==> src/hdl/zbgp_pkg.sv <==
`timescale 1ns / 1ps
// ----------------------------------------------------------------------------
// zbgp_pkg
// Shared widths and control structs for the zero byte group packer.
// ----------------------------------------------------------------------------
package zbgp_pkg;

    localparam int BYTE_W = 8;
    localparam int LEN_W  = 32;

    // job handed from the collector to the emitter
    typedef struct packed {
        logic load;
        logic hdr;
        logic grp;
        logic fin;
    } job_ctl_t;

    // collector status seen by the top level
    typedef struct packed {
        logic hdr_done;
        logic yields;
    } col_stat_t;

endpackage

==> src/hdl/zbgp_in_if.sv <==
`timescale 1ns / 1ps
// ----------------------------------------------------------------------------
// zbgp_in_if
// Input byte channel: raw stream byte and final flag.
// ----------------------------------------------------------------------------
interface zbgp_in_if;
    logic       valid;
    logic       ready;
    logic [7:0] data_byte;
    logic       final_byte;

    modport source (output valid, output data_byte, output final_byte, input ready);
    modport sink   (input valid, input data_byte, input final_byte, output ready);
endinterface

==> src/hdl/zbgp_out_if.sv <==
`timescale 1ns / 1ps
// ----------------------------------------------------------------------------
// zbgp_out_if
// Output byte channel: packed byte with per-job and end-of-stream marks.
// ----------------------------------------------------------------------------
interface zbgp_out_if;
    logic       valid;
    logic       ready;
    logic [7:0] out_byte;
    logic       run_last;
    logic       stream_end;

    modport source (output valid, output out_byte, output run_last, output stream_end,
                    input ready);
    modport sink   (input valid, input out_byte, input run_last, input stream_end,
                    output ready);
endinterface

==> src/hdl/zbgp_cfg_if.sv <==
`timescale 1ns / 1ps
// ----------------------------------------------------------------------------
// zbgp_cfg_if
// Configuration write channel for the total length register.
// ----------------------------------------------------------------------------
interface zbgp_cfg_if;
    logic        valid;
    logic        ready;
    logic [31:0] total_length;

    modport source (output valid, output total_length, input ready);
    modport sink   (input valid, input total_length, output ready);
endinterface

==> src/hdl/zbgp_collector.sv <==
`timescale 1ns / 1ps
// ----------------------------------------------------------------------------
// zbgp_collector
// Gathers input bytes into a group with its nonzero mask and hands a job
// to the emitter when a header is due or a group completes.
// ----------------------------------------------------------------------------
module zbgp_collector #(
    parameter int GROUP_BYTES = 8
) (
    input  logic                         clk,
    input  logic                         rst_n,
    zbgp_in_if.sink                      ingress,
    input  logic                         slot_free,
    output zbgp_pkg::job_ctl_t           job_ctl,
    output logic [GROUP_BYTES-1:0]       job_mask,
    output logic [GROUP_BYTES-1:0][7:0]  job_bytes,
    output zbgp_pkg::col_stat_t          stat
);
    import zbgp_pkg::*;

    localparam int GIW = (GROUP_BYTES > 1) ? $clog2(GROUP_BYTES) : 1;

    logic [GROUP_BYTES-1:0][7:0] bytes_reg;
    logic [GROUP_BYTES-1:0]      mask_reg;
    logic [GROUP_BYTES-1:0]      mask_next;
    logic [GIW-1:0]              fill_reg;
    logic                        hdr_done_reg;
    logic                        nz;
    logic                        complete;
    logic                        yields;
    logic                        accept;

    assign nz       = (ingress.data_byte != 8'd0);
    assign complete = (fill_reg == GIW'(GROUP_BYTES - 1)) || ingress.final_byte;
    assign yields   = !hdr_done_reg || complete;
    assign ingress.ready = !yields || slot_free;
    assign accept   = ingress.valid && ingress.ready;

    always_comb
    begin
        for (int k = 0; k < GROUP_BYTES; k++)
        begin
            mask_next[k] = mask_reg[k] | ((fill_reg == GIW'(k)) && nz);
            job_bytes[k] = (fill_reg == GIW'(k)) ? ingress.data_byte : bytes_reg[k];
        end
    end

    assign job_mask     = mask_next;
    assign job_ctl.load = accept && yields;
    assign job_ctl.hdr  = !hdr_done_reg;
    assign job_ctl.grp  = complete;
    assign job_ctl.fin  = ingress.final_byte;

    assign stat.hdr_done = hdr_done_reg;
    assign stat.yields   = yields;

    always_ff @(posedge clk)
    begin
        if (accept && !complete)
        begin
            bytes_reg[fill_reg] <= ingress.data_byte;
        end
    end

    always_ff @(posedge clk or negedge rst_n)
    begin
        if (!rst_n)
        begin
            mask_reg     <= '0;
            fill_reg     <= '0;
            hdr_done_reg <= 1'b0;
        end
        else if (accept)
        begin
            hdr_done_reg <= !ingress.final_byte;
            if (complete)
            begin
                mask_reg <= '0;
                fill_reg <= '0;
            end
            else
            begin
                mask_reg <= mask_next;
                fill_reg <= fill_reg + 1'b1;
            end
        end
    end

endmodule

==> src/hdl/zbgp_emitter.sv <==
`timescale 1ns / 1ps
// ----------------------------------------------------------------------------
// zbgp_emitter
// Holds one job and sends it out a beat at a time: header bytes if due, then
// for a group the mask byte and its nonzero bytes lowest position first.
// ----------------------------------------------------------------------------
module zbgp_emitter #(
    parameter int GROUP_BYTES  = 8,
    parameter int HEADER_BYTES = 4
) (
    input  logic                         clk,
    input  logic                         rst_n,
    input  zbgp_pkg::job_ctl_t           job_ctl,
    input  logic [GROUP_BYTES-1:0]       job_mask,
    input  logic [GROUP_BYTES-1:0][7:0]  job_bytes,
    input  logic [31:0]                  total_length,
    output logic                         slot_free,
    zbgp_out_if.source                   egress
);
    import zbgp_pkg::*;

    localparam int GIW = (GROUP_BYTES > 1) ? $clog2(GROUP_BYTES) : 1;
    localparam int HCW = (HEADER_BYTES > 1) ? $clog2(HEADER_BYTES) : 1;
    localparam int HW  = HEADER_BYTES * BYTE_W;

    localparam logic [1:0] S_IDLE = 2'd0;
    localparam logic [1:0] S_HDR  = 2'd1;
    localparam logic [1:0] S_MASK = 2'd2;
    localparam logic [1:0] S_DATA = 2'd3;

    logic [1:0]                  state_reg;
    logic [1:0]                  state_next;
    logic [HCW-1:0]              hdr_cnt_reg;
    logic [HCW-1:0]              hdr_cnt_next;
    logic                        grp_reg;
    logic                        fin_reg;
    logic [GROUP_BYTES-1:0]      mask_reg;
    logic [GROUP_BYTES-1:0]      mask_next;
    logic [GROUP_BYTES-1:0][7:0] bytes_reg;
    logic [HW-1:0]               hdr_word;
    logic [GIW-1:0]              sel;
    logic                        last_beat;
    logic                        beat;

    generate
        if (HW <= LEN_W)
        begin : g_hdr_trunc
            assign hdr_word = total_length[HW-1:0];
        end
        else
        begin : g_hdr_ext
            assign hdr_word = {{(HW - LEN_W){1'b0}}, total_length};
        end
    endgenerate

    // lowest set bit of the remaining mask
    always_comb
    begin
        sel = '0;
        for (int k = GROUP_BYTES - 1; k >= 0; k--)
        begin
            if (mask_reg[k])
            begin
                sel = GIW'(k);
            end
        end
    end

    always_comb
    begin
        egress.out_byte = 8'd0;
        last_beat       = 1'b0;
        unique case (state_reg)
            S_HDR:
            begin
                egress.out_byte = hdr_word[{hdr_cnt_reg, 3'b000} +: 8];
                last_beat       = (hdr_cnt_reg == '0) && !grp_reg;
            end
            S_MASK:
            begin
                egress.out_byte = 8'(mask_reg);
                last_beat       = (mask_reg == '0);
            end
            S_DATA:
            begin
                egress.out_byte = bytes_reg[sel];
                last_beat       = ((mask_reg & (mask_reg - 1'b1)) == '0);
            end
            default:
            begin
                egress.out_byte = 8'd0;
                last_beat       = 1'b0;
            end
        endcase
    end

    assign egress.valid      = (state_reg != S_IDLE);
    assign egress.run_last   = last_beat;
    assign egress.stream_end = last_beat && fin_reg;
    assign beat      = egress.valid && egress.ready;
    assign slot_free = (state_reg == S_IDLE) || (beat && last_beat);

    always_comb
    begin
        state_next   = state_reg;
        hdr_cnt_next = hdr_cnt_reg;
        mask_next    = mask_reg;
        if (beat)
        begin
            unique case (state_reg)
                S_HDR:
                begin
                    if (hdr_cnt_reg == '0)
                    begin
                        state_next = grp_reg ? S_MASK : S_IDLE;
                    end
                    else
                    begin
                        hdr_cnt_next = hdr_cnt_reg - 1'b1;
                    end
                end
                S_MASK:
                begin
                    state_next = (mask_reg == '0) ? S_IDLE : S_DATA;
                end
                S_DATA:
                begin
                    mask_next = mask_reg & (mask_reg - 1'b1);
                    if (last_beat)
                    begin
                        state_next = S_IDLE;
                    end
                end
                default:
                begin
                    state_next = S_IDLE;
                end
            endcase
        end
        if (job_ctl.load)
        begin
            state_next   = job_ctl.hdr ? S_HDR : S_MASK;
            hdr_cnt_next = HCW'(HEADER_BYTES - 1);
            mask_next    = job_mask;
        end
    end

    always_ff @(posedge clk)
    begin
        if (job_ctl.load)
        begin
            bytes_reg <= job_bytes;
        end
    end

    always_ff @(posedge clk or negedge rst_n)
    begin
        if (!rst_n)
        begin
            state_reg   <= S_IDLE;
            hdr_cnt_reg <= '0;
            mask_reg    <= '0;
            grp_reg     <= 1'b0;
            fin_reg     <= 1'b0;
        end
        else
        begin
            state_reg   <= state_next;
            hdr_cnt_reg <= hdr_cnt_next;
            mask_reg    <= mask_next;
            if (job_ctl.load)
            begin
                grp_reg <= job_ctl.grp;
                fin_reg <= job_ctl.fin;
            end
        end
    end

endmodule

==> src/hdl/zero_byte_group_packer_core.sv <==
`timescale 1ns / 1ps
// ----------------------------------------------------------------------------
// zero_byte_group_packer_core
// Packs a byte stream into a length header followed by mask-plus-nonzero
// byte groups.
// ----------------------------------------------------------------------------
// Input bytes are taken one per cycle unless a byte waits for the job slot.
// A byte that completes nothing is taken at once; a byte that starts a
// stream or closes a group hands a job to the single output job slot and is
// taken when that slot is empty or frees on the same edge. The slot sends
// one beat per cycle while egress is ready: HEADER_BYTES header beats at
// stream start, then one mask beat plus one beat per nonzero byte of the
// group, and the output beat rate sets the pace.
module zero_byte_group_packer_core #(
    parameter int GROUP_BYTES  = 8,
    parameter int HEADER_BYTES = 4
) (
    input  logic        clk,
    input  logic        rst_n,
    zbgp_cfg_if.sink    cfg,
    zbgp_in_if.sink     ingress,
    zbgp_out_if.source  egress
);
    import zbgp_pkg::*;

    logic [31:0]                 total_length_reg;
    logic                        slot_free;
    job_ctl_t                    job_ctl;
    col_stat_t                   stat;
    logic [GROUP_BYTES-1:0]      job_mask;
    logic [GROUP_BYTES-1:0][7:0] job_bytes;

    assign cfg.ready = 1'b1;

    always_ff @(posedge clk or negedge rst_n)
    begin
        if (!rst_n)
        begin
            total_length_reg <= '0;
        end
        else if (cfg.valid && cfg.ready)
        begin
            total_length_reg <= cfg.total_length;
        end
    end

    zbgp_collector #(
        .GROUP_BYTES (GROUP_BYTES)
    ) u_collector (
        .clk       (clk),
        .rst_n     (rst_n),
        .ingress   (ingress),
        .slot_free (slot_free),
        .job_ctl   (job_ctl),
        .job_mask  (job_mask),
        .job_bytes (job_bytes),
        .stat      (stat)
    );

    zbgp_emitter #(
        .GROUP_BYTES  (GROUP_BYTES),
        .HEADER_BYTES (HEADER_BYTES)
    ) u_emitter (
        .clk          (clk),
        .rst_n        (rst_n),
        .job_ctl      (job_ctl),
        .job_mask     (job_mask),
        .job_bytes    (job_bytes),
        .total_length (total_length_reg),
        .slot_free    (slot_free),
        .egress       (egress)
    );

    a_end_is_last: assert property (@(posedge clk) disable iff (!rst_n)
        egress.valid && egress.stream_end |-> egress.run_last)
        else $error("stream end without run last");

    a_final_loads: assert property (@(posedge clk) disable iff (!rst_n)
        ingress.valid && ingress.ready && ingress.final_byte |=> egress.valid)
        else $error("final byte left no output");

    a_header_loads: assert property (@(posedge clk) disable iff (!rst_n)
        ingress.valid && ingress.ready && !stat.hdr_done |=> egress.valid)
        else $error("stream start left no header");

    a_yield_needs_slot: assert property (@(posedge clk) disable iff (!rst_n)
        ingress.valid && ingress.ready && stat.yields |-> slot_free)
        else $error("job handed to a busy slot");

endmodule
==> src/flat_wrapper.sv <==
// flat-port wrapper written by rule: the top's interface ports become plain ports
module zero_byte_group_packer_core_flat import zbgp_pkg::*;
#(
    parameter int GROUP_BYTES  = 8,
    parameter int HEADER_BYTES = 4
)
  (clk, rst_n, cfg_valid, cfg_total_length, cfg_ready, ingress_valid, ingress_data_byte, ingress_final_byte, ingress_ready, egress_valid, egress_out_byte, egress_run_last, egress_stream_end, egress_ready);
  zbgp_cfg_if cfg_i ();
  zbgp_in_if ingress_i ();
  zbgp_out_if egress_i ();
  input  logic clk;
  input  logic rst_n;
  input wire logic [$bits(cfg_i.valid)-1:0] cfg_valid;
  input wire logic [$bits(cfg_i.total_length)-1:0] cfg_total_length;
  output wire logic [$bits(cfg_i.ready)-1:0] cfg_ready;
  input wire logic [$bits(ingress_i.valid)-1:0] ingress_valid;
  input wire logic [$bits(ingress_i.data_byte)-1:0] ingress_data_byte;
  input wire logic [$bits(ingress_i.final_byte)-1:0] ingress_final_byte;
  output wire logic [$bits(ingress_i.ready)-1:0] ingress_ready;
  output wire logic [$bits(egress_i.valid)-1:0] egress_valid;
  output wire logic [$bits(egress_i.out_byte)-1:0] egress_out_byte;
  output wire logic [$bits(egress_i.run_last)-1:0] egress_run_last;
  output wire logic [$bits(egress_i.stream_end)-1:0] egress_stream_end;
  input wire logic [$bits(egress_i.ready)-1:0] egress_ready;
  assign cfg_i.valid = cfg_valid;
  assign cfg_i.total_length = cfg_total_length;
  assign cfg_ready = cfg_i.ready;
  assign ingress_i.valid = ingress_valid;
  assign ingress_i.data_byte = ingress_data_byte;
  assign ingress_i.final_byte = ingress_final_byte;
  assign ingress_ready = ingress_i.ready;
  assign egress_valid = egress_i.valid;
  assign egress_out_byte = egress_i.out_byte;
  assign egress_run_last = egress_i.run_last;
  assign egress_stream_end = egress_i.stream_end;
  assign egress_i.ready = egress_ready;
  zero_byte_group_packer_core #(.GROUP_BYTES(GROUP_BYTES), .HEADER_BYTES(HEADER_BYTES)) u_core (.clk(clk), .rst_n(rst_n), .cfg(cfg_i), .ingress(ingress_i), .egress(egress_i));
endmodule
==> config.mk <==
export PLATFORM = sky130hd
export DESIGN_NAME = zero_byte_group_packer_core_flat
export DESIGN_NICKNAME = d
export VERILOG_FILES = /design/src/hdl/zbgp_pkg.sv /design/src/hdl/zbgp_in_if.sv /design/src/hdl/zbgp_out_if.sv /design/src/hdl/zbgp_cfg_if.sv /design/src/hdl/zbgp_collector.sv /design/src/hdl/zbgp_emitter.sv /design/src/hdl/zero_byte_group_packer_core.sv /design/src/flat_wrapper.sv
export SDC_FILE = /design/constraint.sdc
export NUM_CORES = 1
export LEC_CHECK = 0
export BUFFER_PORTS_ARGS = -buffer_cell sky130_fd_sc_hd__buf_2
export CELL_PAD_IN_SITES_DETAIL_PLACEMENT = 0
export CELL_PAD_IN_SITES_GLOBAL_PLACEMENT = 1
export CORE_ASPECT_RATIO = 0.7
export CORE_MARGIN = 4
export CORE_UTILIZATION = 45
export CTS_CLUSTER_SIZE = 24
export DETAILED_ROUTE_END_ITERATION = 8
export PLACE_DENSITY_LB_ADDON = 0.2
export SYNTH_ARGS = -nofsm -noshare
export SYNTH_HDL_FRONTEND = slang
export SYNTH_HIERARCHICAL = 1
export SYNTH_SLANG_ARGS = --single-unit
export TNS_END_PERCENT = 10
==> constraint.sdc <==
create_clock -name clk -period 13.91 [get_ports clk]
set_clock_uncertainty 0.1 [all_clocks]
set_input_delay 2.782 -clock clk [delete_from_list [all_inputs] [get_ports clk]]
set_output_delay 2.782 -clock clk [all_outputs]
set_load 0.03 [all_outputs]
==> results by stage <==
Clock network:
- In this run, CTS created clock tree buffers numbering 17.
- Buffers inserted to repair hold after CTS numbered 0.
- The H-tree depth is 4.
- The number of sinks on the clock net is 186.
- CTS placed an instance of sky130_fd_sc_hd__clkbuf_16 at the clock tree root.
- The insertion delay of the later-clocked pin in the worst-skew pair is 0.44 ns.
- TritonCTS built the clock tree.
- The deepest clock path buffer count is 2.
- The post-cts sizing count is 0.
- After clock tree synthesis, the setup repair step added 0 buffers.
- Clock-pin slew was measured on the worst setup and hold paths at 0.07 ns.

Finish:
- The filler cell count in the final layout is about 1500.
- In the layout the commonest cells are 128 x sky130_fd_sc_hd__edfxtp_1, 68 x sky130_fd_sc_hd__mux2_2, 58 x sky130_fd_sc_hd__dfrtp_1, 57 x sky130_fd_sc_hd__buf_2.
- The number of antenna diodes is 0.
- Leaving out fill and tap cells, the most frequent cell in the layout is sky130_fd_sc_hd__edfxtp_1.
- In the final layout, the multi-input gates occupy 2940 um^2.
- Compared with the post-synthesis result, the final layout area differs by 11.0%.
- The sequential cells in the finished layout cover a total of 5300 um^2.
- The post-route netlist has 34.7% of its cells at a drive strength greater than 1.
- The total number of nets in the final design is slightly below 700.

Placed design:
- The last weighted congestion value of the routability-driven placer is ~0.77.
- The total of buffers placed on input and output ports is 57.
- The HPWL after detailed placement is 12700 um.

Logic synthesis:
- The mean instance size in the synthesized netlist is 15.0 um^2.
- The post-synthesis instance area is 8600 um^2.
- The count of synthesis-stage warnings from yosys is 6.
- The number of nets produced by synthesis is 629.
- The gate count of the mapped netlist is 572.

Drt:
- The routed layout has 5022 vias.
- The per-cell via count in the routed design is between 5 and 6.
- The total wire length is 19300 um.
- In the final routed layout, each cell accounts on average for 22.2 um.
- The number of design-rule violations left by the first detailed-router iteration is 492.
- The count of nets left with antenna violations once routing finished came out at 0.
- The first detailed-routing pass ran for 4 iterations.
- In the routed design, unresolved DRC markers number 0.

STA:
- The final count of hold timing violations is 0.
- Hold is met by roughly 0.40 ns.
- The number of setup violations in the final report is 0.
- The headroom to the max-slew limit is 24.8%.
- The number of pins exceeding their max-slew limit in the final report is 0.
- Setup repair after global routing left no endpoint under its margin.
- Dividing the final minimum period by the clock period gives 45.5%.
- The fmax is between 150 and 200 MHz.
- After routing, the total negative slack on setup checks comes to 0 ns.
- The final critical path time including I/O delays and setup is 6.33 ns.
- The actual transition at the worst max-transition pin is 1.13 ns.

Global routing:
- The number of antenna violations at the first check in global routing is 1.
- The number of global-route vias before repair is 4974.
- The first global-routing pass estimated 30400 um of wire.
- The sum of overflow across all layers after global routing is 0.
- Entering global routing, the biggest net connects just under 90 pins.
- Across every metal layer, demand over resource in global routing totals between 10% and 20%.

Setup path:
- For this design, the slowest cell found on the critical path is sky130_fd_sc_hd__a21o_1.
- The critical path class is input port to primary output.
- The worst setup path is captured at a primary output.
- The critical path goes through buf_2, a21o_1, nand2b_1, buf_2.
- The maximum fanout count along the critical path is 6.
- For the worst setup path, the data arrival time is 3.44 ns.
- The cell with the most instances on the worst path is sky130_fd_sc_hd__buf_2.
- For this run, the slowest stage of the critical path takes 0.20 ns.
- STA classifies the critical path startpoint as an input port.
- The data required time at the worst endpoint is 11.03 ns.

Floorplan:
- In this run the core area contains 41 standard-cell rows.
- The die span in x is 173 um.
- The die covers 21400 um^2.
- The starting density of the core is between 40% and 50%.
- The die is ~120 um tall.
- In this run the count of I/O pins placed on the die edge is 59.
- The core area is 18400 um^2.

Status:
- The run finished with clean final reports.

Power:
- The part of the power in registers is about 43%.
- The worst-case IR drop observed on VDD is approximately 0.084 mV.
- The relative contribution of combinational cells to total power is 28.9%.
- The static power due to leakage is 3.66 nW.
- The power dissipated by switching net loads is 0.000640 W.
- For this design the ratio of total power to cell area is slightly below 200 nW/um^2.
- The internal power summed over all cells is 0.00120 W.
- Of the total power, the clock network draws 27.7%.
- Of the total power, the share spent switching nets is 34.8%.

Min path:
- The class of the tightest hold or removal check is flip-flop to flip-flop.

Job:
- Across the run, the number of max-cap violations was 0.
## power groups by stage
| stage | sequential [W] | combinational, W | clock (W) |
|---|---|---|---|
| final | 0.000798 | 0.000533 | 0.000511 |
| after global routing | 0.000811 | 0.000584 | 0.000545 |
| after global placement | 0.000805 | 0.000525 | 0 |
| after CTS | 0.000797 | 0.000534 | 0.000522 |
| after detailed placement | 0.000808 | 0.000532 | 0 |
| after floorplan | 0.000761 | 0.000436 | 0 |
## final timing paths
check,slack [ns],cells after the start,endpoint,startpoint
max in group asynchronous,10.81,2,u_core/u_collector/mask_reg[1],rst_n
setup reg to reg,9.71,12,u_core/u_emitter/state_reg[1],u_core/u_emitter/mask_reg[3]
min in group asynchronous,2.39,2,u_core/total_length_reg[31],rst_n
hold / removal,0.40,1,u_core/u_collector/mask_reg[7],u_core/u_collector/mask_reg[7]
hold reg to reg,0.40,1,u_core/u_collector/mask_reg[7],u_core/u_collector/mask_reg[7]
setup / recovery,7.58,4,ingress_ready,egress_ready
## per-stage QoR
step	power, W	util [%]	area, um^2	worst slack (ns)	std cells
final	0.00184	52.0	9550	7.58	867
after floorplan	0.00120	-	8600	6.15	572
after detailed placement	0.00134	48.6	8920	7.59	835
after global placement	0.00133	48.6	8920	7.61	835
after global routing	0.00194	52.0	9550	7.42	867
after CTS	0.00185	52.0	9550	7.59	867
## metal layers
metal	global-route usage [%]	part of all wire, %	vias up
met5	0	0.036	-
met4	5.08	1.1	2
met3	3.97	5.1	19
met2	27.4	44	143
met1	29.0	50	2560
li1	-	-	2298
## cell type report
class,count,area share [%]
clock buffers,17,4.46
clock inverters,15,2.07
well taps,236,3.09
flip-flops and latches,186,55.5
inverters,18,0.708
repair buffers,62,3.38
multi-input cells,333,30.8
## worst max-delay path: cells and delay by family
family / cells / cell delay, ns
compound gates: 1 / 0.20
simple gates: 1 / 0.14
buf+inv: 2 / 0.31
(Power assumes the default switching activity.)
